[src/rtl/core/wspm_pkg.sv]
// Shared types, codes and fixed-point constants for the wheel speed PI / PWM mixer.
// Used by the sequencer, the shared multiplier and the top level. No dependencies.
`default_nettype none

package wspm_pkg;

    // Configuration port geometry.
    localparam int CFG_IDX_W  = 3;
    localparam int CFG_DATA_W = 32;

    // Register indexes of the configuration port.
    typedef enum logic [CFG_IDX_W-1:0] {
        CFG_FAST_SPEED    = 3'd0,
        CFG_NORMAL_SPEED  = 3'd1,
        CFG_PROP_GAIN     = 3'd2,
        CFG_INT_GAIN      = 3'd3,
        CFG_LEFT_DEAD     = 3'd4,
        CFG_RIGHT_DEAD    = 3'd5,
        CFG_MAX_DUTY      = 3'd6,
        CFG_ENCODER_SCALE = 3'd7
    } t_cfg_idx;

    // Datapath widths: speeds Q16.8, accumulator Q24.16, integer wheel mix.
    localparam int SPEED_W = 24;
    localparam int ACC_W   = 40;
    localparam int MIX_W   = 25;

    // Shared multiplier: signed 33 x 25 with a registered product.
    localparam int MUL_A_W = 33;
    localparam int MUL_B_W = 25;
    localparam int PROD_W  = MUL_A_W + MUL_B_W;

    // Fixed-point limits.
    localparam logic [27:0]        SPEED_CAP_Q8   = 28'd870400;     // 3400.0
    localparam logic [27:0]        REV_LIM_Q8     = 28'd8388608;    // 32768.0
    localparam logic signed [24:0] SLEW_Q8        = 25'sd76800;     // 300.0
    localparam logic signed [15:0] STRAIGHT_LIM   = 16'sd170;
    localparam logic signed [15:0] BLEND_LIM      = 16'sd400;
    localparam logic [20:0]        SLOW_TARGET_Q8 = 21'd71680;      // 280.0
    localparam logic signed [23:0] SEP_HI_Q8      = 24'sd76800;     // +300.0
    localparam logic signed [23:0] SEP_LO_Q8      = -24'sd76800;    // -300.0
    localparam logic signed [43:0] ACC_MAX_Q16    = 44'sd589824000; // 9000.0
    localparam logic signed [43:0] ACC_MIN        = -44'sd549755813888;
    localparam logic signed [15:0] SPD_OUT_MAX    = 16'sd4095;
    localparam logic signed [15:0] SPD_OUT_MIN    = -16'sd8192;

    // Sequencer states, one per step of the control tick.
    typedef enum logic [3:0] {
        ST_IDLE,
        ST_MUL_L,
        ST_MUL_R,
        ST_SPEED,
        ST_AVG,
        ST_SLEW,
        ST_DIFF,
        ST_MUL_P,
        ST_MUL_I,
        ST_ACC,
        ST_MIX,
        ST_DUTY
    } t_state;

    // Operand selection of the shared multiplier.
    typedef enum logic [1:0] {
        MUL_LEFT,
        MUL_RIGHT,
        MUL_PROP,
        MUL_INT
    } t_mul_sel;

    // Step strobes from the sequencer to the datapath.
    typedef struct packed {
        logic     load_in;
        logic     mul_en;
        t_mul_sel mul_sel;
        logic     left_spd;
        logic     right_spd;
        logic     avg;
        logic     slew;
        logic     diff;
        logic     acc_p;
        logic     acc_i;
        logic     mix;
        logic     out_load;
    } t_ctrl;

endpackage

`default_nettype wire

[src/rtl/core/wspm_mul.sv]
// Shared signed multiplier with a registered product, reused for all four products.
// Depends on wspm_pkg for the operand widths.
`default_nettype none

module wspm_mul (
    input  wire logic                               i_clk,
    input  wire logic                               i_en,
    input  wire logic signed [wspm_pkg::MUL_A_W-1:0] i_a,
    input  wire logic signed [wspm_pkg::MUL_B_W-1:0] i_b,
    output logic signed [wspm_pkg::PROD_W-1:0]       o_prod
);
    import wspm_pkg::*;

    logic signed [PROD_W-1:0] r_prod;

    // One product per enabled cycle.
    always_ff @(posedge i_clk) begin
        if (i_en) begin
            r_prod <= i_a * i_b;
        end
    end

    assign o_prod = r_prod;

endmodule

`default_nettype wire

[src/rtl/core/wspm_ctrl.sv]
// Step sequencer of the control tick: walks the datapath through its steps.
// Depends on wspm_pkg for the state type and the strobe struct.
`default_nettype none

module wspm_ctrl (
    input  wire logic         i_clk,
    input  wire logic         i_rst_n,
    input  wire logic         i_in_valid,
    input  wire logic         i_out_space,
    output logic              o_busy,
    output wspm_pkg::t_ctrl   o_ctrl
);
    import wspm_pkg::*;

    t_state r_state;
    t_state n_state;

    // State register.
    always_ff @(posedge i_clk) begin
        if (!i_rst_n) begin
            r_state <= ST_IDLE;
        end else begin
            r_state <= n_state;
        end
    end

    // Next state: a fixed walk, leaving only on a new item or a free output.
    always_comb begin
        n_state = r_state;
        case (r_state)
            ST_IDLE:  if (i_in_valid) n_state = ST_MUL_L;
            ST_MUL_L: n_state = ST_MUL_R;
            ST_MUL_R: n_state = ST_SPEED;
            ST_SPEED: n_state = ST_AVG;
            ST_AVG:   n_state = ST_SLEW;
            ST_SLEW:  n_state = ST_DIFF;
            ST_DIFF:  n_state = ST_MUL_P;
            ST_MUL_P: n_state = ST_MUL_I;
            ST_MUL_I: n_state = ST_ACC;
            ST_ACC:   n_state = ST_MIX;
            ST_MIX:   n_state = ST_DUTY;
            ST_DUTY:  if (i_out_space) n_state = ST_IDLE;
            default:  n_state = ST_IDLE;
        endcase
    end

    // Step strobes for the datapath.
    always_comb begin
        o_ctrl         = '0;
        o_ctrl.mul_sel = MUL_LEFT;
        o_busy         = 1'b1;
        case (r_state)
            ST_IDLE: begin
                o_busy         = 1'b0;
                o_ctrl.load_in = i_in_valid;
            end
            ST_MUL_L: begin
                o_ctrl.mul_en  = 1'b1;
                o_ctrl.mul_sel = MUL_LEFT;
            end
            ST_MUL_R: begin
                o_ctrl.mul_en   = 1'b1;
                o_ctrl.mul_sel  = MUL_RIGHT;
                o_ctrl.left_spd = 1'b1;
            end
            ST_SPEED: o_ctrl.right_spd = 1'b1;
            ST_AVG:   o_ctrl.avg = 1'b1;
            ST_SLEW:  o_ctrl.slew = 1'b1;
            ST_DIFF:  o_ctrl.diff = 1'b1;
            ST_MUL_P: begin
                o_ctrl.mul_en  = 1'b1;
                o_ctrl.mul_sel = MUL_PROP;
            end
            ST_MUL_I: begin
                o_ctrl.mul_en  = 1'b1;
                o_ctrl.mul_sel = MUL_INT;
                o_ctrl.acc_p   = 1'b1;
            end
            ST_ACC:  o_ctrl.acc_i = 1'b1;
            ST_MIX:  o_ctrl.mix = 1'b1;
            ST_DUTY: o_ctrl.out_load = i_out_space;
            default: o_busy = 1'b1;
        endcase
    end

endmodule

`default_nettype wire

[src/rtl/core/wheel_speed_pi_pwm_mixer.sv]
// Top level of the wheel speed PI controller and PWM mixer: registers, datapath, outputs.
// Depends on wspm_pkg, wspm_mul and wspm_ctrl.
`default_nettype none

// One control tick per item: both encoder counts become signed Q16.8 wheel speeds, their
// average is slew limited, a target is chosen from the track error and the mode flags, an
// incremental PI with integral separation updates the Q24.16 drive accumulator, and the
// result is mixed with the steering term into forward and reverse duties for each wheel.
// An item is accepted only while the sequencer is idle, so the block takes no new item
// before it has finished the last one, as the single 33 x 25 multiplier is used in turn
// for the two wheel speeds and the proportional and integral products, under a step
// sequencer. The result sits in an output register, so the next item is accepted while a
// finished result still waits; a stalled output holds the sequencer in its last step.
module wheel_speed_pi_pwm_mixer (
    input  wire logic                                i_clk,
    input  wire logic                                i_rst_n,
    // Configuration writes.
    input  wire logic                                i_cfg_we,
    input  wire logic [wspm_pkg::CFG_IDX_W-1:0]      i_cfg_index,
    input  wire logic [wspm_pkg::CFG_DATA_W-1:0]     i_cfg_data,
    // Input channel.
    input  wire logic                                i_in_valid,
    output logic                                     o_in_stall,
    input  wire logic [15:0]                         i_left_count,
    input  wire logic                                i_left_dir,
    input  wire logic [15:0]                         i_right_count,
    input  wire logic                                i_right_dir,
    input  wire logic signed [15:0]                  i_track_error,
    input  wire logic                                i_stop_request,
    input  wire logic                                i_slow_request,
    input  wire logic signed [15:0]                  i_steer_term,
    input  wire logic                                i_hold_mix,
    input  wire logic                                i_speed_enable,
    input  wire logic                                i_steer_enable,
    input  wire logic                                i_run_enable,
    // Output channel.
    output logic                                     o_out_valid,
    input  wire logic                                i_out_stall,
    output logic [15:0]                              o_left_forward_duty,
    output logic [15:0]                              o_left_reverse_duty,
    output logic [15:0]                              o_right_forward_duty,
    output logic [15:0]                              o_right_reverse_duty,
    output logic signed [13:0]                       o_measured_speed,
    output logic signed [13:0]                       o_filtered_speed,
    output logic                                     o_fast_mode
);
    import wspm_pkg::*;

    // Turn a count-times-scale product into a signed Q16.8 wheel speed.
    function automatic logic signed [SPEED_W-1:0] f_wheel_speed(input logic [27:0] q8,
                                                                 input logic fwd);
        logic signed [SPEED_W-1:0] res;
        if (fwd) begin
            res = (q8 > SPEED_CAP_Q8) ? SPEED_CAP_Q8[SPEED_W-1:0] : q8[SPEED_W-1:0];
        end else if (q8 >= REV_LIM_Q8) begin
            res = REV_LIM_Q8[SPEED_W-1:0];
        end else begin
            res = -$signed({1'b0, q8[SPEED_W-2:0]});
        end
        return res;
    endfunction

    // Accumulator minus a signed offset, to integer, rounded toward zero. The offset is
    // one bit wider than the steering term so that its negation never overflows.
    function automatic logic signed [MIX_W-1:0] f_mix(input logic signed [ACC_W-1:0] acc,
                                                      input logic signed [16:0] steer);
        logic signed [ACC_W:0]    x;
        logic signed [MIX_W-1:0]  q;
        x = {acc[ACC_W-1], acc} - $signed({{8{steer[16]}}, steer, 16'd0});
        q = x[ACC_W:16];
        if (x[ACC_W] && (x[15:0] != 16'd0)) begin
            q = q + MIX_W'(1);
        end
        return q;
    endfunction

    // Dead-band offset plus mix magnitude, capped at the largest duty.
    function automatic logic [15:0] f_duty(input logic signed [MIX_W-1:0] mix,
                                           input logic [11:0] dead,
                                           input logic [15:0] dmax);
        logic [MIX_W-1:0] mag;
        logic [MIX_W:0]   d;
        mag = mix[MIX_W-1] ? MIX_W'(-mix) : MIX_W'(mix);
        d   = {{(MIX_W-11){1'b0}}, dead} + {1'b0, mag};
        return (d > {{(MIX_W-15){1'b0}}, dmax}) ? dmax : d[15:0];
    endfunction

    // Integer part of a Q16.8 speed, saturated to -8192 .. 4095 in the 14-bit output.
    function automatic logic signed [13:0] f_spd_out(input logic signed [SPEED_W-1:0] s);
        logic signed [15:0] q;
        q = s[SPEED_W-1:8];
        if (q > SPD_OUT_MAX) begin
            q = SPD_OUT_MAX;
        end else if (q < SPD_OUT_MIN) begin
            q = SPD_OUT_MIN;
        end
        return q[13:0];
    endfunction

    // ------------------------------------------------------------------
    // Declarations
    // ------------------------------------------------------------------
    t_ctrl ctrl;
    logic  busy;
    logic  out_space;

    logic [11:0] r_fast_speed, r_normal_speed, r_left_dead, r_right_dead;
    logic [31:0] r_prop_gain, r_int_gain;
    logic [15:0] r_max_duty, r_encoder_scale;

    logic [15:0]        r_lcnt, r_rcnt;
    logic               r_ldir, r_rdir, r_stop, r_slow, r_hold, r_spd_en, r_str_en, r_run;
    logic signed [15:0] r_te, r_steer;

    logic signed [SPEED_W-1:0] r_ls, r_rs, r_real, r_slew, r_err, r_prev_err;
    logic [20:0]               r_target;
    logic                      r_fast;
    logic signed [MUL_B_W-1:0] r_diff;
    logic signed [17:0]        r_errc;
    logic signed [42:0]        r_acc_sum;
    logic signed [ACC_W-1:0]   r_drive;
    logic signed [MIX_W-1:0]   r_lmix, r_rmix;

    logic               r_out_valid;
    logic [15:0]        r_lf, r_lr, r_rf, r_rr;
    logic signed [13:0] r_meas, r_filt;
    logic               r_fast_out;

    logic signed [MUL_A_W-1:0] mul_a;
    logic signed [MUL_B_W-1:0] mul_b;
    logic signed [PROD_W-1:0]  prod;

    logic signed [SPEED_W:0]   spd_sum;
    logic                      straight, blended;
    logic signed [SPEED_W:0]   slew_diff;
    logic signed [SPEED_W+1:0] err_raw;
    logic signed [SPEED_W-1:0] n_err;
    logic signed [SPEED_W-1:0] n_slew;
    logic signed [43:0]        acc_tot;
    logic signed [ACC_W-1:0]   n_drive;
    logic signed [15:0]        steer_eff;

    // ------------------------------------------------------------------
    // Sequencer and shared multiplier
    // ------------------------------------------------------------------
    assign out_space = !r_out_valid || !i_out_stall;

    wspm_ctrl u_ctrl (
        .i_clk       (i_clk),
        .i_rst_n     (i_rst_n),
        .i_in_valid  (i_in_valid),
        .i_out_space (out_space),
        .o_busy      (busy),
        .o_ctrl      (ctrl)
    );

    assign o_in_stall = busy;

    // Operand selection for the multiplier.
    always_comb begin
        case (ctrl.mul_sel)
            MUL_LEFT: begin
                mul_a = $signed({17'd0, r_encoder_scale});
                mul_b = $signed({9'd0, r_lcnt});
            end
            MUL_RIGHT: begin
                mul_a = $signed({17'd0, r_encoder_scale});
                mul_b = $signed({9'd0, r_rcnt});
            end
            MUL_PROP: begin
                mul_a = $signed({1'b0, r_prop_gain});
                mul_b = r_diff;
            end
            MUL_INT: begin
                mul_a = $signed({1'b0, r_int_gain});
                mul_b = {{(MUL_B_W-18){r_errc[17]}}, r_errc};
            end
            default: begin
                mul_a = '0;
                mul_b = '0;
            end
        endcase
    end

    wspm_mul u_mul (
        .i_clk  (i_clk),
        .i_en   (ctrl.mul_en),
        .i_a    (mul_a),
        .i_b    (mul_b),
        .o_prod (prod)
    );

    // ------------------------------------------------------------------
    // Configuration registers
    // ------------------------------------------------------------------
    always_ff @(posedge i_clk) begin
        if (!i_rst_n) begin
            r_fast_speed    <= 12'd1400;
            r_normal_speed  <= 12'd1000;
            r_prop_gain     <= 32'd107374182;
            r_int_gain      <= 32'd20133;
            r_left_dead     <= 12'd400;
            r_right_dead    <= 12'd430;
            r_max_duty      <= 16'd9000;
            r_encoder_scale <= 16'd8715;
        end else if (i_cfg_we) begin
            case (t_cfg_idx'(i_cfg_index))
                CFG_FAST_SPEED:    r_fast_speed    <= i_cfg_data[11:0];
                CFG_NORMAL_SPEED:  r_normal_speed  <= i_cfg_data[11:0];
                CFG_PROP_GAIN:     r_prop_gain     <= i_cfg_data;
                CFG_INT_GAIN:      r_int_gain      <= i_cfg_data;
                CFG_LEFT_DEAD:     r_left_dead     <= i_cfg_data[11:0];
                CFG_RIGHT_DEAD:    r_right_dead    <= i_cfg_data[11:0];
                CFG_MAX_DUTY:      r_max_duty      <= i_cfg_data[15:0];
                CFG_ENCODER_SCALE: r_encoder_scale <= i_cfg_data[15:0];
                default:           r_max_duty      <= r_max_duty;
            endcase
        end
    end

    // ------------------------------------------------------------------
    // Input item capture
    // ------------------------------------------------------------------
    always_ff @(posedge i_clk) begin
        if (ctrl.load_in) begin
            r_lcnt   <= i_left_count;
            r_ldir   <= i_left_dir;
            r_rcnt   <= i_right_count;
            r_rdir   <= i_right_dir;
            r_te     <= i_track_error;
            r_stop   <= i_stop_request;
            r_slow   <= i_slow_request;
            r_steer  <= i_steer_term;
            r_hold   <= i_hold_mix;
            r_spd_en <= i_speed_enable;
            r_str_en <= i_steer_enable;
            r_run    <= i_run_enable;
        end
    end

    // ------------------------------------------------------------------
    // Step logic
    // ------------------------------------------------------------------

    // Average of the two wheel speeds, halved with floor.
    assign spd_sum = {r_ls[SPEED_W-1], r_ls} + {r_rs[SPEED_W-1], r_rs};

    // Target selection conditions.
    assign straight = (r_te <= STRAIGHT_LIM) && !r_stop && !r_slow;
    assign blended  = (r_te <= BLEND_LIM) && !r_stop && !r_slow;

    // Slew limit of the filtered speed, and the saturated speed error.
    assign slew_diff = {r_real[SPEED_W-1], r_real} - {r_slew[SPEED_W-1], r_slew};
    assign err_raw   = $signed({5'd0, r_target}) - {{2{r_real[SPEED_W-1]}}, r_real};

    always_comb begin
        if (slew_diff > SLEW_Q8) begin
            n_slew = SPEED_W'({r_slew[SPEED_W-1], r_slew} + SLEW_Q8);
        end else if (slew_diff < -SLEW_Q8) begin
            n_slew = SPEED_W'({r_slew[SPEED_W-1], r_slew} - SLEW_Q8);
        end else begin
            n_slew = r_real;
        end
        if (err_raw > 26'sd8388607) begin
            n_err = 24'sh7FFFFF;
        end else if (err_raw < -26'sd8388608) begin
            n_err = 24'sh800000;
        end else begin
            n_err = err_raw[SPEED_W-1:0];
        end
    end

    // Final accumulator sum with its limits and the speed enable.
    assign acc_tot = {r_acc_sum[42], r_acc_sum} + {{2{prod[PROD_W-1]}}, prod[PROD_W-1:16]};

    always_comb begin
        if (acc_tot >= ACC_MAX_Q16) begin
            n_drive = ACC_MAX_Q16[ACC_W-1:0];
        end else if (acc_tot < ACC_MIN) begin
            n_drive = ACC_MIN[ACC_W-1:0];
        end else begin
            n_drive = acc_tot[ACC_W-1:0];
        end
        if (!r_spd_en) begin
            n_drive = '0;
        end
    end

    assign steer_eff = r_str_en ? r_steer : 16'sd0;

    // Working registers without reset.
    always_ff @(posedge i_clk) begin
        if (ctrl.left_spd) begin
            r_ls <= f_wheel_speed(prod[31:4], r_ldir);
        end
        if (ctrl.right_spd) begin
            r_rs <= f_wheel_speed(prod[31:4], !r_rdir);
        end
        if (ctrl.avg) begin
            r_real <= spd_sum[SPEED_W:1];
            if (straight) begin
                r_target <= {1'b0, r_fast_speed, 8'd0};
            end else if (blended) begin
                r_target <= {1'b0, 13'({1'b0, r_fast_speed} + {1'b0, r_normal_speed}), 7'd0};
            end else if (r_slow) begin
                r_target <= SLOW_TARGET_Q8;
            end else begin
                r_target <= {1'b0, r_normal_speed, 8'd0};
            end
        end
        if (ctrl.slew) begin
            r_err <= n_err;
        end
        // The integral term uses the error only inside the separation band; the
        // band edges of +/-300.0 fit in the 18-bit clipped error.
        if (ctrl.diff) begin
            r_diff <= {r_err[SPEED_W-1], r_err} - {r_prev_err[SPEED_W-1], r_prev_err};
            r_errc <= ((r_err <= SEP_HI_Q8) && (r_err >= SEP_LO_Q8)) ? r_err[17:0] : 18'sd0;
        end
        // Accumulator plus the proportional term, floored to Q24.16.
        if (ctrl.acc_p) begin
            r_acc_sum <= {{3{r_drive[ACC_W-1]}}, r_drive}
                       + {prod[PROD_W-1], prod[PROD_W-1:16]};
        end
    end

    // Controller state with reset.
    always_ff @(posedge i_clk) begin
        if (!i_rst_n) begin
            r_slew     <= '0;
            r_fast     <= 1'b0;
            r_prev_err <= '0;
            r_drive    <= '0;
            r_lmix     <= '0;
            r_rmix     <= '0;
        end else begin
            if (ctrl.avg) begin
                if (straight) begin
                    r_fast <= 1'b1;
                end else if (!blended) begin
                    r_fast <= 1'b0;
                end
            end
            if (ctrl.slew) begin
                r_slew <= n_slew;
            end
            if (ctrl.diff) begin
                r_prev_err <= r_err;
            end
            if (ctrl.acc_i) begin
                r_drive <= n_drive;
            end
            if (ctrl.mix) begin
                if (!r_run) begin
                    r_lmix <= '0;
                    r_rmix <= '0;
                end else if (!r_hold) begin
                    r_lmix <= f_mix(r_drive, {steer_eff[15], steer_eff});
                    r_rmix <= f_mix(r_drive, -$signed({steer_eff[15], steer_eff}));
                end
            end
        end
    end

    // ------------------------------------------------------------------
    // Output register
    // ------------------------------------------------------------------
    always_ff @(posedge i_clk) begin
        if (!i_rst_n) begin
            r_out_valid <= 1'b0;
        end else if (ctrl.out_load) begin
            r_out_valid <= 1'b1;
        end else if (!i_out_stall) begin
            r_out_valid <= 1'b0;
        end
    end

    always_ff @(posedge i_clk) begin
        if (ctrl.out_load) begin
            r_lf       <= r_lmix[MIX_W-1] ? 16'd0 : f_duty(r_lmix, r_left_dead, r_max_duty);
            r_lr       <= r_lmix[MIX_W-1] ? f_duty(r_lmix, r_left_dead, r_max_duty) : 16'd0;
            r_rf       <= r_rmix[MIX_W-1] ? 16'd0 : f_duty(r_rmix, r_right_dead, r_max_duty);
            r_rr       <= r_rmix[MIX_W-1] ? f_duty(r_rmix, r_right_dead, r_max_duty) : 16'd0;
            r_meas     <= f_spd_out(r_real);
            r_filt     <= f_spd_out(r_slew);
            r_fast_out <= r_fast;
        end
    end

    assign o_out_valid          = r_out_valid;
    assign o_left_forward_duty  = r_lf;
    assign o_left_reverse_duty  = r_lr;
    assign o_right_forward_duty = r_rf;
    assign o_right_reverse_duty = r_rr;
    assign o_measured_speed     = r_meas;
    assign o_filtered_speed     = r_filt;
    assign o_fast_mode          = r_fast_out;

endmodule

`default_nettype wire

[config.mk]
export PLATFORM = sky130hd
export DESIGN_NAME = wheel_speed_pi_pwm_mixer
export DESIGN_NICKNAME = d
export VERILOG_FILES = /design/src/rtl/core/wspm_pkg.sv /design/src/rtl/core/wspm_mul.sv /design/src/rtl/core/wspm_ctrl.sv /design/src/rtl/core/wheel_speed_pi_pwm_mixer.sv
export SDC_FILE = /design/constraint.sdc
export NUM_CORES = 2
export LEC_CHECK = 0
export ABC_CLOCK_PERIOD_IN_PS = 16400
export BUFFER_PORTS_ARGS = -buffer_cell sky130_fd_sc_hd__buf_2
export CORE_MARGIN = 10
export CORE_UTILIZATION = 55
export DETAILED_ROUTE_END_ITERATION = 8
export PLACE_DENSITY_LB_ADDON = 0.1
export SETUP_SLACK_MARGIN = 0.15
export SYNTH_ARGS = -nofsm -noshare
export SYNTH_HDL_FRONTEND = slang
export SYNTH_SLANG_ARGS = --single-unit
[constraint.sdc]
create_clock -name i_clk -period 16.4 [get_ports i_clk]
set_input_delay 0 -clock i_clk [delete_from_list [all_inputs] [get_ports i_clk]]
set_output_delay 0 -clock i_clk [all_outputs]
set_load 0.01 [all_outputs]
==> out/qor.csv <==
metric,value,unit
standard-cell row count,129,
most frequent cells in the layout,"1,113 x nand2_1, 976 x inv_1, 775 x nor2_1",
Core ar.,124000,um2
"EDFF count, synth",414,
"most common cell after layout, fill and taps aside",nand2_1,
ANT nets after route,0,
most common cell type on the critical path,fa_1,
Max Fanout on Critical Path,49,
CP endpoint,u_mul.o_prod[42]$_DFFE_PP_,
CTS clock-pin slew for the worst setup and hold paths,0.06,ns
"Hold Violations, Final",0,
Syn Nets,9152,
Post-Syn Area,68700,um2
fin crit share,66.8,%
"Slew Viols, Final",0,
Crit-path slowest cell,and2_0,
post-synthesis sequential area ratio,26.5,%
Pint,4.28,mW
Leak,33.9,nW
Reg2Reg Depth,31,
DRT Pass-1 Iters,8,
startpoint class of the critical path,flop,
multi-input logic area,45500,um2
post-synth top area cell,fa_1,
Pwr Density,92.9,nW/um2
fin util,61.4,%
Clock Tree Root,clkbuf_16,
reg2reg end,u_mul.o_prod[42]$_DFFE_PP_,
post-synthesis cell count,7829,
switching share of total power,39.4,%
status,finished clean,
GRT overflow,0,
Ports,207,
FILL cells,10894,
top cell type's share of synthesized area,20.3,%
DRC Markers,0,
Critical Path End Type,flop,
critical path depth,31,
Synth Register Bits,702,
Worst R2R Setup Slack,5.44,ns
Vias/cell,5.99,
switching pwr,2.78,mW
ys flop type,edfxtp_1,
CTS tree,yes,
layout cell share with drive strength beyond 1,6.62,%
Clock Power Share,28.2,%
crit-path leading delay family,adder cells,
Storage cell area,18200,um2
Worst Path Required,16.86,ns
Max Buffers Root-to-Sink,3,
Total Die Area,139000,um2
largest net degree at the start of global routing,117,
setup TNS,0,ns
# clock sinks,702,
I/O Buffers,206,
min cycle time layout,10.96,ns
Total GRT Usage,32.7,%
Least-Margin Pin Slew,1.27,ns
CP peak stage delay,0.97,ns
Async SR Flop Fraction,0,%
Die W,373,um
Clock Skew,0.0501,ns
Hold Path Class,input pin to flop,
total CTS buffers,85,
WP buf/inv,6,
final count of negative-setup-slack endpoints,0,
clk_lat worst skew,0.73,ns
Final #Nets,9364,
initial antenna violation count,10,
chip height,373,um
synth top area cells,"fa_1 20%, edfxtp_1 18%, ha_1 9.4%",
initial core utilization,55.5,%
H-Tree Depth,3,
Layout area overhead,10.7,%
Post-DP HPWL,179000,um
Vias,58434,
maximum VDD drop,0.191,mV
Yosys warning total,0,
Routed WL per cell,23.8,um
"Avg Cell Area, Syn",8.77,um2
"Setup Fix Bufs, Post-CTS",0,
vias in the first global route,57960,
worst r2r src,u_ctrl.r_state[0]$_SDFFE_PN0P_,
Routed WL,232000,um
CP startpoint,u_ctrl.r_state[0]$_SDFFE_PN0P_,
unrepaired setup endpoints after global routing,false,
count of cell types in the netlist,92,
Fmax,91.2,MHz
gpl congestion,1.01,
maxcap violations,0,
Initial DRC Count,6051,
Reg power frac,30.9,%
global-route wire length before repair,353000,um
Comb power frac,40.9,%
Slew headroom,15.3,%
Crit Path Category,flop to flop,
CP Data Arrival Time,11.42,ns
final cells by class:
cell class / instances / share of cell area, %
antenna: 5 / 0.0165
clock buffer: 110 / 3.04
clock inverter: 50 / 0.813
inverter: 979 / 4.84
multi-input combinational: 5787 / 59.9
sequential: 702 / 23.9
tap: 1637 / 2.69
timing repair buffer: 486 / 4.75
per-layer routing:
metal	wire, um	vias to the layer above	GRT usage, %
met5	0	-	0
met4	12300	0	14.8
met3	22400	565	7.33
met2	104000	2715	51.2
met1	94000	28610	43.0
li1	-	26544	-
worst min-delay path by stage:
| stage | start | end | slack [ns] | depth (start not counted) |
|---|---|---|---|---|
| 6_report | i_left_count[6] | r_lcnt[6]$_DFFE_PP_ | 0.03 | 2 |
| 5_1_grt | i_left_count[6] | r_lcnt[6]$_DFFE_PP_ | 0.03 | 2 |
| 2_1_floorplan | i_hold_mix | r_hold$_DFFE_PP_ | 0.1 | 0 |
| 4_1_cts | i_right_count[7] | r_rcnt[7]$_DFFE_PP_ | 0.005 | 2 |
| 3_3_place_gp | i_left_count[11] | r_lcnt[11]$_DFFE_PP_ | 0.18 | 1 |
| 3_5_place_dp | i_left_dir | r_ldir$_DFFE_PP_ | 0.18 | 1 |
flip-flops by register name (all words and copies together) (netlist names), 18 cells and up:
| name | cells |
|---|---|
| r_acc_sum | 43 |
| r_diff | 25 |
| r_drive | 40 |
| r_err | 24 |
| r_errc | 18 |
| r_int_gain | 32 |
| r_lmix | 25 |
| r_ls | 24 |
| r_prev_err | 24 |
| r_prop_gain | 32 |
| r_real | 24 |
| r_rmix | 25 |
| r_rs | 24 |
| r_slew | 24 |
| u_mul.o_prod | 54 |
cell usage after synthesis, drive strengths merged (22+ instances only):
master / number
nand2: 1115
inv: 978
nor2: 781
fa: 697
ha: 514
a21oi: 477
edfxtp: 414
clkbuf: 337
o21ai: 306
dfxtp: 288
xnor2: 249
a21o: 185
nand3: 182
xor2: 122
nor3: 110
nand2b: 72
nand4: 69
nor2b: 67
and2: 56
o21a: 56
a31oi: 47
a22oi: 46
and3: 46
mux2i: 46
o31ai: 46
a211oi: 44
o21bai: 42
or3: 38
nor4: 33
o211ai: 32
a22o: 30
buf: 24
or2: 22
cell families (layout without fill, tap and decap cells):
group / Yosys count / after routing / share of synthesized area [%]
simple gates: 2658 / 2658 / 17.0
compound gates: 1498 / 1498 / 13.9
buf+inv: 1340 / 1625 / 7.43
fa+ha+maj: 1211 / 1211 / 29.7
flops: 702 / 702 / 26.5
xor+xnor: 371 / 371 / 4.73
mux: 49 / 49 / 0.725
other cells: 0 / 5 / 0
power groups by stage:
stage | logic, mW | registers [mW] | clock network, mW
floorplan | 2.05 | 2.14 | 0
CTS | 2.88 | 2.18 | 2.01
detailed placement | 2.82 | 2.22 | 0
finish | 2.89 | 2.18 | 1.99
global route | 3.22 | 2.19 | 2.08
global placement | 2.80 | 2.21 | 0
timing repair:
action,CTS,global route
setup endpoints to repair,0,0
gates resized for setup,0,0
hold buffers,186,0
endpoints found under the hold margin,264,0
per-stage QoR:
| stage | area [um2] | hold WS, ns | setup slack [ns] | cells | power, mW |
|---|---|---|---|---|---|
| after global routing | 76000 | 0.0348 | 4.90 | 9755 | 7.50 |
| final | 76000 | 0.0280 | 5.44 | 9756 | 7.06 |
| after global placement | 71200 | 0.177 | 5.81 | 9405 | 5.02 |
| after CTS | 76000 | 0.00468 | 5.67 | 9751 | 7.07 |
| after floorplan | 68700 | 0.0989 | 6.40 | 7829 | 4.19 |
| after detailed placement | 71200 | 0.178 | 5.66 | 9405 | 5.04 |
(Power assumes the default switching activity.)
